## config.mk

```make
export PLATFORM = sky130hd
export DESIGN_NAME = depth_decimate_normalize_top
export DESIGN_NICKNAME = d
export VERILOG_FILES = /design/src/rtl/ddn_pkg.sv /design/src/rtl/ddn_regs.sv /design/src/rtl/ddn_front.sv /design/src/rtl/ddn_queue.sv /design/src/rtl/ddn_back.sv /design/src/rtl/depth_decimate_normalize_top.sv
export SDC_FILE = /design/constraint.sdc
export NUM_CORES = 2
export LEC_CHECK = 0
export BUFFER_PORTS_ARGS = -buffer_cell sky130_fd_sc_hd__buf_2
export CORE_UTILIZATION = 46
export CTS_CLUSTER_SIZE = 10
export DETAILED_ROUTE_END_ITERATION = 16
export PLACE_DENSITY = 0.68
export SLEW_MARGIN = 40
export SYNTH_ARGS = -nofsm -noshare
export SYNTH_HDL_FRONTEND = slang
export SYNTH_SLANG_ARGS = --single-unit
export TNS_END_PERCENT = 100
```

## constraint.sdc

```tcl
create_clock -name clk -period 29.1 [get_ports clk]
set_clock_uncertainty 0.1 [all_clocks]
set_input_delay 1.455 -clock clk [delete_from_list [all_inputs] [get_ports clk]]
set_output_delay 1.455 -clock clk [all_outputs]
set_load 0.05 [all_outputs]
```

## src/rtl/ddn_pkg.sv

```systemverilog
`default_nettype none
package ddn_pkg;

  // Configuration register indexes
  localparam logic [2:0] REG_SOURCE_WIDTH   = 3'd0;
  localparam logic [2:0] REG_SOURCE_HEIGHT  = 3'd1;
  localparam logic [2:0] REG_DST_WIDTH      = 3'd2;
  localparam logic [2:0] REG_DST_HEIGHT     = 3'd3;
  localparam logic [2:0] REG_DEPTH_ENCODING = 3'd4;
  localparam logic [2:0] REG_DEPTH_SCALE    = 3'd5;
  localparam logic [2:0] REG_DEPTH_LIMIT    = 3'd6;

  localparam int DEF_MAX_WIDTH  = 4096;
  localparam int DEF_MAX_HEIGHT = 4096;

  localparam logic [12:0] RST_SOURCE_WIDTH  = 13'd640;
  localparam logic [12:0] RST_SOURCE_HEIGHT = 13'd480;
  localparam logic [12:0] RST_DST_WIDTH     = 13'd640;
  localparam logic [12:0] RST_DST_HEIGHT    = 13'd480;
  localparam logic [23:0] RST_DEPTH_SCALE   = 24'd16777;
  localparam logic [31:0] RST_DEPTH_LIMIT   = 32'd655360;

  localparam logic ENC_COUNT = 1'b0;
  localparam logic ENC_FLOAT = 1'b1;

  // Zero scale falls back to about 1 mm per count
  localparam logic [23:0] FALLBACK_SCALE = 24'd16777;

  // float32: exponent at or above this is 65536 m or more
  localparam logic [7:0] EXP_SATURATE = 8'd143;
  // right shift of {mantissa, 8'b0} is EXP_POINT - exponent
  localparam logic [7:0] EXP_POINT    = 8'd142;
  localparam logic [7:0] EXP_SPECIAL  = 8'hFF;

  localparam int QUEUE_DEPTH = 4;
  localparam int QUEUE_AW    = 2;

  // one conversion stage, then one stage per quotient bit
  localparam int QUOT_BITS   = 17;
  localparam int PIPE_STAGES = QUOT_BITS + 1;

  typedef struct packed {
    logic [12:0] source_width;
    logic [12:0] source_height;
    logic [12:0] dst_width;
    logic [12:0] dst_height;
    logic        depth_encoding;
    logic [23:0] depth_scale;
    logic [31:0] depth_limit;
  } cfg_t;

  typedef struct packed {
    logic [31:0] raw;
    logic        row_end;
    logic        frame_end;
  } item_t;

endpackage
`default_nettype wire

```

## src/rtl/ddn_regs.sv

```systemverilog
`default_nettype none
module ddn_regs import ddn_pkg::*; (
  input  wire logic        clk,
  input  wire logic        rst_n,
  input  wire logic        cfg_valid,
  output logic             cfg_ready,
  input  wire logic [2:0]  cfg_index,
  input  wire logic [31:0] cfg_data,
  output cfg_t             cfg
);

  cfg_t cfg_r;
  cfg_t cfg_nxt;

  assign cfg_ready = 1'b1;
  assign cfg       = cfg_r;

  always_comb begin
    cfg_nxt = cfg_r;
    if (cfg_valid) begin
      case (cfg_index)
        REG_SOURCE_WIDTH:   cfg_nxt.source_width   = cfg_data[12:0];
        REG_SOURCE_HEIGHT:  cfg_nxt.source_height  = cfg_data[12:0];
        REG_DST_WIDTH:      cfg_nxt.dst_width      = cfg_data[12:0];
        REG_DST_HEIGHT:     cfg_nxt.dst_height     = cfg_data[12:0];
        REG_DEPTH_ENCODING: cfg_nxt.depth_encoding = cfg_data[0];
        REG_DEPTH_SCALE:    cfg_nxt.depth_scale    = cfg_data[23:0];
        REG_DEPTH_LIMIT:    cfg_nxt.depth_limit    = cfg_data;
        default:            cfg_nxt = cfg_r;
      endcase
    end
  end

  always_ff @(posedge clk) begin
    if (!rst_n) begin
      cfg_r.source_width   <= RST_SOURCE_WIDTH;
      cfg_r.source_height  <= RST_SOURCE_HEIGHT;
      cfg_r.dst_width      <= RST_DST_WIDTH;
      cfg_r.dst_height     <= RST_DST_HEIGHT;
      cfg_r.depth_encoding <= ENC_COUNT;
      cfg_r.depth_scale    <= RST_DEPTH_SCALE;
      cfg_r.depth_limit    <= RST_DEPTH_LIMIT;
    end else begin
      cfg_r <= cfg_nxt;
    end
  end

endmodule
`default_nettype wire

```

## src/rtl/ddn_front.sv

```systemverilog
`default_nettype none
module ddn_front import ddn_pkg::*; #(
  parameter int MAX_WIDTH  = DEF_MAX_WIDTH,
  parameter int MAX_HEIGHT = DEF_MAX_HEIGHT
) (
  input  wire logic        clk,
  input  wire logic        rst_n,
  input  wire cfg_t        cfg,
  input  wire logic        in_valid,
  output logic             in_stall,
  input  wire logic [31:0] in_raw_sample,
  input  wire logic        queue_full,
  output logic             push,
  output item_t            push_item
);

  localparam int WW  = $clog2(MAX_WIDTH + 1);
  localparam int HW  = $clog2(MAX_HEIGHT + 1);
  localparam int CAW = 2 * WW;
  localparam int RAW = 2 * HW;
  localparam int CAE = CAW + 1;
  localparam int RAE = RAW + 1;

  logic [WW-1:0]  w, ow;
  logic [HW-1:0]  h, oh;

  logic [WW-1:0]  src_col_r, src_col_nxt, dst_col_r, dst_col_nxt;
  logic [HW-1:0]  src_row_r, src_row_nxt, dst_row_r, dst_row_nxt;
  logic [CAW-1:0] col_target_acc_r, col_target_acc_nxt;
  logic [CAW-1:0] col_base_acc_r, col_base_acc_nxt;
  logic [RAW-1:0] row_target_acc_r, row_target_acc_nxt;
  logic [RAW-1:0] row_base_acc_r, row_base_acc_nxt;

  logic row_hit, col_hit, last_col, last_row, accept, row_done, frame_done;

  // sizes clamped: source to 1..MAX, output to 1..source (no upscaling)
  always_comb begin
    if (cfg.source_width == 13'd0) begin
      w = WW'(1);
    end else if (32'(cfg.source_width) > 32'(MAX_WIDTH)) begin
      w = WW'(MAX_WIDTH);
    end else begin
      w = WW'(cfg.source_width);
    end
    if (cfg.source_height == 13'd0) begin
      h = HW'(1);
    end else if (32'(cfg.source_height) > 32'(MAX_HEIGHT)) begin
      h = HW'(MAX_HEIGHT);
    end else begin
      h = HW'(cfg.source_height);
    end
    if (cfg.dst_width == 13'd0) begin
      ow = WW'(1);
    end else if (32'(cfg.dst_width) > 32'(w)) begin
      ow = w;
    end else begin
      ow = WW'(cfg.dst_width);
    end
    if (cfg.dst_height == 13'd0) begin
      oh = HW'(1);
    end else if (32'(cfg.dst_height) > 32'(h)) begin
      oh = h;
    end else begin
      oh = HW'(cfg.dst_height);
    end
  end

  always_comb begin
    row_hit = (dst_row_r < oh) &&
              (RAE'(row_target_acc_r) < RAE'(row_base_acc_r) + RAE'(oh));
    col_hit = (dst_col_r < ow) &&
              (CAE'(col_target_acc_r) < CAE'(col_base_acc_r) + CAE'(ow));
    last_col   = (WW'(dst_col_r + WW'(1)) == ow);
    last_row   = (HW'(dst_row_r + HW'(1)) == oh);
    row_done   = (WW'(src_col_r + WW'(1)) >= w);
    frame_done = (HW'(src_row_r + HW'(1)) >= h);

    in_stall = queue_full;
    accept   = in_valid && !queue_full;
    push     = accept && row_hit && col_hit;
    push_item.raw       = in_raw_sample;
    push_item.row_end   = last_col;
    push_item.frame_end = last_col && last_row;
  end

  always_comb begin
    src_col_nxt        = src_col_r;
    src_row_nxt        = src_row_r;
    dst_col_nxt        = dst_col_r;
    dst_row_nxt        = dst_row_r;
    col_target_acc_nxt = col_target_acc_r;
    col_base_acc_nxt   = col_base_acc_r;
    row_target_acc_nxt = row_target_acc_r;
    row_base_acc_nxt   = row_base_acc_r;
    if (accept) begin
      col_base_acc_nxt = col_base_acc_r + CAW'(ow);
      if (row_hit && col_hit) begin
        dst_col_nxt        = dst_col_r + WW'(1);
        col_target_acc_nxt = col_target_acc_r + CAW'(w);
      end
      if (row_done) begin
        src_col_nxt        = '0;
        dst_col_nxt        = '0;
        col_base_acc_nxt   = '0;
        col_target_acc_nxt = '0;
        if (row_hit) begin
          dst_row_nxt        = dst_row_r + HW'(1);
          row_target_acc_nxt = row_target_acc_r + RAW'(h);
        end
        row_base_acc_nxt = row_base_acc_r + RAW'(oh);
        if (frame_done) begin
          src_row_nxt        = '0;
          dst_row_nxt        = '0;
          row_base_acc_nxt   = '0;
          row_target_acc_nxt = '0;
        end else begin
          src_row_nxt = src_row_r + HW'(1);
        end
      end else begin
        src_col_nxt = src_col_r + WW'(1);
      end
    end
  end

  always_ff @(posedge clk) begin
    if (!rst_n) begin
      src_col_r        <= '0;
      src_row_r        <= '0;
      dst_col_r        <= '0;
      dst_row_r        <= '0;
      col_target_acc_r <= '0;
      col_base_acc_r   <= '0;
      row_target_acc_r <= '0;
      row_base_acc_r   <= '0;
    end else begin
      src_col_r        <= src_col_nxt;
      src_row_r        <= src_row_nxt;
      dst_col_r        <= dst_col_nxt;
      dst_row_r        <= dst_row_nxt;
      col_target_acc_r <= col_target_acc_nxt;
      col_base_acc_r   <= col_base_acc_nxt;
      row_target_acc_r <= row_target_acc_nxt;
      row_base_acc_r   <= row_base_acc_nxt;
    end
  end

endmodule
`default_nettype wire

```

## src/rtl/ddn_queue.sv

```systemverilog
`default_nettype none
module ddn_queue import ddn_pkg::*; (
  input  wire logic  clk,
  input  wire logic  rst_n,
  input  wire logic  push,
  input  wire item_t push_item,
  output logic       full,
  input  wire logic  pop,
  output item_t      head,
  output logic       empty
);

  item_t                mem_r [QUEUE_DEPTH];
  logic [QUEUE_AW-1:0]  wr_ptr_r, rd_ptr_r;
  logic [QUEUE_AW:0]    count_r, count_nxt;
  logic                 do_push, do_pop;

  assign full    = (count_r == (QUEUE_AW + 1)'(QUEUE_DEPTH));
  assign empty   = (count_r == '0);
  assign head    = mem_r[rd_ptr_r];
  assign do_push = push && !full;
  assign do_pop  = pop && !empty;

  always_comb begin
    count_nxt = count_r;
    if (do_push && !do_pop) begin
      count_nxt = count_r + (QUEUE_AW + 1)'(1);
    end else if (do_pop && !do_push) begin
      count_nxt = count_r - (QUEUE_AW + 1)'(1);
    end
  end

  always_ff @(posedge clk) begin
    if (!rst_n) begin
      wr_ptr_r <= '0;
      rd_ptr_r <= '0;
      count_r  <= '0;
    end else begin
      count_r <= count_nxt;
      if (do_push) begin
        wr_ptr_r <= wr_ptr_r + QUEUE_AW'(1);
      end
      if (do_pop) begin
        rd_ptr_r <= rd_ptr_r + QUEUE_AW'(1);
      end
    end
  end

  always_ff @(posedge clk) begin
    if (do_push) begin
      mem_r[wr_ptr_r] <= push_item;
    end
  end

endmodule
`default_nettype wire

```

## src/rtl/ddn_back.sv

```systemverilog
`default_nettype none
module ddn_back import ddn_pkg::*; (
  input  wire logic  clk,
  input  wire logic  rst_n,
  input  wire cfg_t  cfg,
  input  wire logic  queue_empty,
  input  wire item_t head,
  output logic       pop,
  output logic       out_valid,
  input  wire logic  out_stall,
  output logic [16:0] out_normalized_depth,
  output logic       out_row_end,
  output logic       out_frame_end
);

  localparam int LAST = PIPE_STAGES - 1;

  logic        valid_r   [PIPE_STAGES];
  logic [31:0] rem_r     [PIPE_STAGES];
  logic [16:0] quot_r    [PIPE_STAGES];
  logic        row_end_r [PIPE_STAGES];
  logic        frame_end_r [PIPE_STAGES];

  logic [31:0] rem_nxt  [PIPE_STAGES];
  logic [16:0] quot_nxt [PIPE_STAGES];

  logic        advance;
  logic [31:0] mx;
  logic [23:0] scale;
  logic [39:0] product;
  logic [31:0] count_depth;
  logic [7:0]  expo, expo_eff, shift;
  logic [23:0] mant;
  logic [31:0] float_depth;
  logic        bad, over;
  logic [32:0] trial;

  // whole pipeline moves when its last stage is empty or being taken
  assign advance = !valid_r[LAST] || !out_stall;
  assign pop     = advance && !queue_empty;

  assign out_valid            = valid_r[LAST];
  assign out_normalized_depth = quot_r[LAST];
  assign out_row_end          = row_end_r[LAST];
  assign out_frame_end        = frame_end_r[LAST];

  // conversion to Q16.16 metres and clip against the depth limit
  always_comb begin
    mx          = (cfg.depth_limit == 32'd0) ? 32'd1 : cfg.depth_limit;
    scale       = (cfg.depth_scale == 24'd0) ? FALLBACK_SCALE : cfg.depth_scale;
    product     = 40'(head.raw[15:0]) * 40'(scale);
    count_depth = product[39:8];

    expo     = head.raw[30:23];
    expo_eff = (expo == 8'd0) ? 8'd1 : expo;
    mant     = {(expo != 8'd0), head.raw[22:0]};
    shift    = EXP_POINT - expo_eff;
    if (shift >= 8'd32) begin
      float_depth = 32'd0;
    end else begin
      float_depth = {mant, 8'd0} >> shift[4:0];
    end

    if (cfg.depth_encoding == ENC_FLOAT) begin
      bad  = head.raw[31] || (expo == EXP_SPECIAL) || (head.raw[30:0] == 31'd0);
      over = (expo_eff >= EXP_SATURATE) || (float_depth > mx);
    end else begin
      bad  = (head.raw[15:0] == 16'd0);
      over = (count_depth > mx);
    end

    rem_nxt[0]  = (bad || over) ? mx :
                  ((cfg.depth_encoding == ENC_FLOAT) ? float_depth : count_depth);
    quot_nxt[0] = '0;
    trial       = '0;

    // restoring division, one quotient bit per stage, MSB first
    for (int k = 1; k < PIPE_STAGES; k++) begin
      if (k == 1) begin
        trial = {1'b0, rem_r[k-1]};
      end else begin
        trial = {rem_r[k-1], 1'b0};
      end
      quot_nxt[k] = quot_r[k-1];
      if (trial >= {1'b0, mx}) begin
        rem_nxt[k]                = 32'(trial - {1'b0, mx});
        quot_nxt[k][PIPE_STAGES-1-k] = 1'b1;
      end else begin
        rem_nxt[k] = trial[31:0];
      end
    end
  end

  always_ff @(posedge clk) begin
    if (!rst_n) begin
      for (int k = 0; k < PIPE_STAGES; k++) begin
        valid_r[k] <= 1'b0;
      end
    end else if (advance) begin
      valid_r[0] <= !queue_empty;
      for (int k = 1; k < PIPE_STAGES; k++) begin
        valid_r[k] <= valid_r[k-1];
      end
    end
  end

  always_ff @(posedge clk) begin
    if (advance) begin
      rem_r[0]       <= rem_nxt[0];
      quot_r[0]      <= quot_nxt[0];
      row_end_r[0]   <= head.row_end;
      frame_end_r[0] <= head.frame_end;
      for (int k = 1; k < PIPE_STAGES; k++) begin
        rem_r[k]       <= rem_nxt[k];
        quot_r[k]      <= quot_nxt[k];
        row_end_r[k]   <= row_end_r[k-1];
        frame_end_r[k] <= frame_end_r[k-1];
      end
    end
  end

endmodule
`default_nettype wire

```

## src/rtl/depth_decimate_normalize_top.sv

```systemverilog
`default_nettype none
// Nearest-neighbour depth downscaler with normalisation. Source pixels are
// taken one per cycle in raster order while in_stall is low; the front end
// keeps those that the resampling selects and queues them, and the back end
// converts each to Q16.16 metres, clips it to the depth limit and divides by
// it through a 17-stage restoring divider. Sustained rate is one transfer
// per cycle on both sides while neither side stalls; out_valid for a kept
// pixel rises once it has passed the queue entry, the conversion stage and
// one divider stage per quotient bit, in that order. Back-pressure on the
// output freezes the divider pipeline, and the input stalls once the
// four-entry queue fills. Configuration writes are taken in any cycle but
// must only be issued while no pixel is in flight.
module depth_decimate_normalize_top import ddn_pkg::*; #(
  parameter int MAX_WIDTH  = DEF_MAX_WIDTH,
  parameter int MAX_HEIGHT = DEF_MAX_HEIGHT
) (
  input  wire logic        clk,
  input  wire logic        rst_n,
  input  wire logic        cfg_valid,
  output logic             cfg_ready,
  input  wire logic [2:0]  cfg_index,
  input  wire logic [31:0] cfg_data,
  input  wire logic        in_valid,
  output logic             in_stall,
  input  wire logic [31:0] in_raw_sample,
  output logic             out_valid,
  input  wire logic        out_stall,
  output logic [16:0]      out_normalized_depth,
  output logic             out_row_end,
  output logic             out_frame_end
);

  cfg_t  cfg;
  item_t push_item, head;
  logic  push, queue_full, pop, queue_empty;

  ddn_regs u_regs (
    .clk       (clk),
    .rst_n     (rst_n),
    .cfg_valid (cfg_valid),
    .cfg_ready (cfg_ready),
    .cfg_index (cfg_index),
    .cfg_data  (cfg_data),
    .cfg       (cfg)
  );

  ddn_front #(
    .MAX_WIDTH  (MAX_WIDTH),
    .MAX_HEIGHT (MAX_HEIGHT)
  ) u_front (
    .clk           (clk),
    .rst_n         (rst_n),
    .cfg           (cfg),
    .in_valid      (in_valid),
    .in_stall      (in_stall),
    .in_raw_sample (in_raw_sample),
    .queue_full    (queue_full),
    .push          (push),
    .push_item     (push_item)
  );

  ddn_queue u_queue (
    .clk       (clk),
    .rst_n     (rst_n),
    .push      (push),
    .push_item (push_item),
    .full      (queue_full),
    .pop       (pop),
    .head      (head),
    .empty     (queue_empty)
  );

  ddn_back u_back (
    .clk                  (clk),
    .rst_n                (rst_n),
    .cfg                  (cfg),
    .queue_empty          (queue_empty),
    .head                 (head),
    .pop                  (pop),
    .out_valid            (out_valid),
    .out_stall            (out_stall),
    .out_normalized_depth (out_normalized_depth),
    .out_row_end          (out_row_end),
    .out_frame_end        (out_frame_end)
  );

endmodule
`default_nettype wire

```

-- After elaboration in Yosys (flattened, before gate mapping)
Memory sizes are Yosys's and may differ from the RTL's. A register that Yosys moved wholly into a read port is not among the register bits.
Index checks and enable logic that the tools add are counted.
- RAM bits: 1072
- memories: 6
- output and inout port bits: 22
- logic and storage cells: 256
- bits of input ports: 72
- bits in registers: 272
- eq/ne operators: 10
- shifts and indexed selects: 1
- bitwise logic cells: 18
- $mul: 1
- mux-type cells: 91
- $add $sub $neg: 32
- $lt $le $gt $ge: 31
- reduce and logical (&&, ||, !) cells: 48
- memory list (memory ; words ; bits a word ; rd ports ; clocked after Yosys merged registers in ; write ports ; RTL line ; text):
    u_back.rem_r ; 18 ; 32 ; 17 ; 0 ; 18 ; ddn_back.sv:19 ; logic [31:0] rem_r [PIPE_STAGES];
    u_back.quot_r ; 18 ; 17 ; 18 ; 0 ; 18 ; ddn_back.sv:20 ; logic [16:0] quot_r [PIPE_STAGES];
    u_queue.mem_r ; 4 ; 34 ; 1 ; 1 ; 1 ; ddn_queue.sv:13 ; item_t mem_r [QUEUE_DEPTH];
    u_back.frame_end_r ; 18 ; 1 ; 18 ; 0 ; 18 ; ddn_back.sv:22 ; logic frame_end_r [PIPE_STAGES];
    u_back.row_end_r ; 18 ; 1 ; 18 ; 0 ; 18 ; ddn_back.sv:21 ; logic row_end_r [PIPE_STAGES];
    u_back.valid_r ; 18 ; 1 ; 18 ; 0 ; 18 ; ddn_back.sv:18 ; logic valid_r [PIPE_STAGES];
- operator list (operator ; count):
    two-way mux 32 bit ; 21
    subtractor 32 bit ; 17
    greater-or-equal comparator 33 x 32 -> 1 bit ; 16
    two-way mux 13 bit ; 14
    two-way mux 26 bit ; 6
    adder 26 x 13 -> 26 bit ; 4
    > comparator 32 bit ; 2
    adder 26 x 13 -> 27 bit ; 2
    less-than comparator 26 x 27 -> 1 bit ; 2
    adder 13 x 1 -> 13 bit (second input constant) ; 4
    zero test 13 bit ; 4
    two-way mux 1 bit ; 44
    multiplier 16 x 24 -> 40 bit ; 1
    greater-or-equal comparator 32 bit ; 1
    zero test 32 bit ; 1
    >> shifter 32 x 5 -> 32 bit ; 1
    zero test 31 bit ; 1
    equality test 13 bit ; 2
    greater-or-equal comparator 13 bit ; 2
    > comparator 13 bit ; 2
    > comparator 13 bit (second input constant) ; 2
    less-than comparator 13 bit ; 2
    zero test 24 bit ; 1
    two-way mux 24 bit ; 1
    other kinds (24) ; 79

-- Longest topological paths before layout
- depth in word-level cells: 16
- depth in mapped cells: 45
- gate-level depth less buffers: 43

-- Hierarchy
Synthesis repeated with hierarchy kept, for this count alone.
- cells, all modules: 9467
- area, all modules: 91903.1 µm²
- modules (own cells, without submodules) (module ; cells each ; seq. area each (µm²) ; times used ; area each (µm²)):
    ddn_back ; 7034 ; 22551.6 ; 1 ; 68346.8
    ddn_front ; 1795 ; 3123.0 ; 1 ; 13957.1
    ddn_queue ; 226 ; 4264.1 ; 1 ; 5444.0
    ddn_regs ; 412 ; 2182.1 ; 1 ; 4155.2

-- Worst setup path before layout
Ideal clock, no wire load.
- kind: input to register
- start point: input out_stall
- end point: memory u_back.valid_r[10][0], in the netlist u_back.valid_r[0][10] (data pin)
- path buffers: 1
- setup slack: 5.743 ns
- setup time: 0.277 ns
- arrival: 22.980 ns
- data required time: 28.723 ns
- stages on the path: 3
- cells stage by stage: nand2_1 clkbuf_1 and3_1
- RTL lines (item ; RTL line ; text):
    start, declared ; depth_decimate_normalize_top.sv:27 ; input wire logic out_stall,
    end, declared ; ddn_back.sv:18 ;

==> results.toml <==
[routing]
drt-initial-drc-count = 6674
drtPass1Iterations = 6
route.detailed.wl_per_inst_um = 21.32
routed_wl_mm = 265.4
route.antenna.remaining_nets = 0
post_drt_via_cell_ratio = 5.954
drc = 0
vias = 74110

[critical_path]
critPathArrivalTime_ns = 11.94
crit_path_max_fanout = 56
required_ns = 29.54
crit_path_frequent_cell = "fa_1"
cpLargestDelayFamily = "adder cells"
crit_buf_inv = 4
critPathLaunchType = "flop"
regToRegStartpoint = "u_regs.cfg[44]"
path_class = "flop to flop"
worstSetupEndpointType = "flop"
r2r-end = "u_back.rem_r[0][2]"
r2r_slack_ns = 17.59
max_stage_delay_ns = 0.59
cp_slowest_cell = "dfxtp_1"
r2r_cells = 37

[global_routing]
antenna_found_initial = 11
busiest_layer = "met2"
gr-usage-met2_pct = 42.50
grtUsageTotal_pct = 25.52
overflow = 0
grt_use_met1_pct = 31.85
grt_use_met3_pct = 3.688
grt_pass1_wl_mm = 410.0
grt_max_degree = 92
grt_pass1_vias = 72760

[die]
dieArea_sq_mm = 0.2027
num_io_pins = 94
rows = 164
die_x_um = 450.2
initial_core_util_pct = 46.29
core_sq_mm = 0.1997
die_y_um = 450.2

[yosys]
synth_area_per_cell_sq_um = 9.533
synth_area_sq_mm = 0.09241
yosysWarnings = 0
ys_seq_elements = 1161
synth_cell_type_count = 108
async_flop_share_pct = 0
yosys-top-cells-area = "edfxtp_1, ha_1, fa_1"
synth_top_area_cell = "edfxtp_1"
synth_top_cell_area_share_pct = 28.82
synth_edf_count = 887
yosysSeqAreaShare_pct = 34.76
syn-num-nets = 11000
yosys_most_used_dff = "edfxtp_1"
syn_inst = 9694

[hold_path]
hp-class = "flop to flop"
hp-start = "u_back.quot_r[4][16]"
hold_path_depth = 0
hold_end = "u_back.quot_r[5][16]"

[clocking]
ctsHoldBuffers = 0
cts_setup_buffers = 0
htree_levels = 4
clk_latency_ns = 0.81
numClockSinks = 1161
clk_pin_slew_ns = 0.06
clockRootBuffer = "clkbuf_16"
cts_inserted_buffers = 148
clockBufferDepth = 3
cts-resized-gates = 0
cts_tree = "yes"

[sta]
finalSetupTns_ns = 0
min_period_over_period_pct = 39.54
maxSlewViolCount = 0
rsz0062_at_grt = "no"
finalSetupViolations = 0
fmax_ghz = 0.08691
layout_setup_ws_ns = 17.59
maxSlewHeadroom_pct = 37.39
fin_crit_ns = 11.51
hold_viol_final = 0
worst_pin_slew_ns = 0.9324

[layout]
fin_nets = 10990
design_area_sq_mm = 0.1004
nFillCells = 18090
areaGrowthSynthToFinish_pct = 8.667
drive_above_1_share_pct = 7.166

[placed_design]
routabilityCongestion = 0.9461
dpl.hpwl_mm = 191.8
place_ws_ns = 17.76
io_buffers = 92
placed_cell_area_sq_mm = 0.09574

[status]
status = "completed"

[flow_run]
maxCapViolations = 0
[synthesized netlist by cell type (146+ instances only)]
| library cell | number |
|---|---|
| a21o_1 | 363 |
| a21oi_1 | 753 |
| and2_1 | 186 |
| clkbuf_1 | 244 |
| dfxtp_1 | 274 |
| edfxtp_1 | 887 |
| fa_1 | 326 |
| ha_1 | 905 |
| inv_1 | 626 |
| mux2_2 | 146 |
| nand2_1 | 1173 |
| nand3_1 | 178 |
| nor2_1 | 551 |
| o21ai_0 | 563 |
| xnor2_1 | 326 |
| xor2_1 | 256 |
[worst max path at each step]
stage	start	to	slack, ns	depth (start not counted)
after floorplan	out_stall	u_back.valid_r[0][10]	5.74	3
after global placement	u_regs.cfg[44]	u_back.rem_r[0][11]	17.62	37
after detailed placement	u_regs.cfg[44]	u_back.rem_r[0][2]	17.76	37
after CTS	u_regs.cfg[44]	u_back.rem_r[0][2]	17.72	38
after global routing	u_regs.cfg[44]	u_back.rem_r[0][2]	17.05	37
final	u_regs.cfg[44]	u_back.rem_r[0][2]	17.59	37
[area by class of cell]
cell class              instances  area [sq um]  share of cell area [%]
multi-input cells            7555         56710                   56.48
flip-flops and latches       1161         32120                   31.99
clock buffers                 200          4085                   4.068
well taps                    2656          3323                   3.309
inverters                     631          2374                   2.364
repair buffers                189          1246                   1.241
clock inverters                46         531.8                  0.5295
diodes                          9         22.52                 0.02243
[through the flow]
step / util, % / std cells / hold slack (ns)
2_1_floorplan: - / 9694 / 0.3003
3_3_place_gp: 47.89 / 12190 / 0.3012
3_5_place_dp: 47.95 / 12190 / 0.3045
4_1_cts: 50.27 / 12440 / 0.3109
5_1_grt: 50.29 / 12440 / 0.3112
6_report: 50.30 / 12450 / 0.3076
[flip-flops by register name, summed over array words and instances, names as in the netlist, 18 cells and up, named ones only]
signal	cells
u_back.frame_end_r	18
u_back.quot_r	153
u_back.rem_r	544
u_back.row_end_r	18
u_back.valid_r	18
u_front.col_base_acc_r	26
u_front.col_target_acc_r	26
u_front.row_base_acc_r	26
u_front.row_target_acc_r	26
u_queue.mem_r	136
u_regs.cfg	109
[cells in the final DEF (no fill, tap or decap), drive strengths merged, types with 68 or more instances in the layout]
| cell type | netlist | routed |
|---|---|---|
| a21o | 363 | 363 |
| a21oi | 754 | 754 |
| a31oi | 73 | 73 |
| and2 | 188 | 188 |
| and3 | 121 | 121 |
| buf | 103 | 189 |
| clkbuf | 244 | 200 |
| dfxtp | 274 | 274 |
| edfxtp | 887 | 887 |
| fa | 326 | 326 |
| ha | 905 | 905 |
| inv | 630 | 634 |
| mux2 | 199 | 199 |
| mux2i | 92 | 92 |
| nand2 | 1173 | 1173 |
| nand2b | 101 | 101 |
| nand3 | 178 | 178 |
| nand4 | 120 | 120 |
| nor2 | 553 | 553 |
| nor2b | 105 | 105 |
| nor3 | 136 | 136 |
| nor4 | 68 | 68 |
| o21a | 87 | 87 |
| o21ai | 624 | 624 |
| xnor2 | 326 | 326 |
| xor2 | 256 | 256 |
[cells by family after synthesis]
logic type	after synthesis	synth area share, %
xor gates and xnor gates	582	5.516
adders and majority gates	1231	19.32
DFF	1161	34.76
AOI/OAI and AO/OA	2474	16.85
buffers and inverters	978	4.120
other	1	0.004058
muxes	326	4.274
and+or+nand+nor	2941	15.16
[layer usage]
metal | vias to the layer above | wire [um]
met5 | - | 0
met4 | 0 | 15140
met3 | 649 | 16240
met2 | 2506 | 125900
met1 | 35940 | 108100
li1 | 35020 | -
[worst reg2reg max path, delay by kind of cell, from the launching register on]
kind                     cells  cell delay, ns
flip-flops                   1            0.59
AND/OR/NAND/NOR             12            3.39
AO/OA/AOI/OAI               13            3.43
adder cells (fa/ha/maj)      8            3.47
buffers and inverters        4            0.28
Power is not shown: default switching activity piles up to over one toggle a cycle in this logic, so the estimate is an artifact.
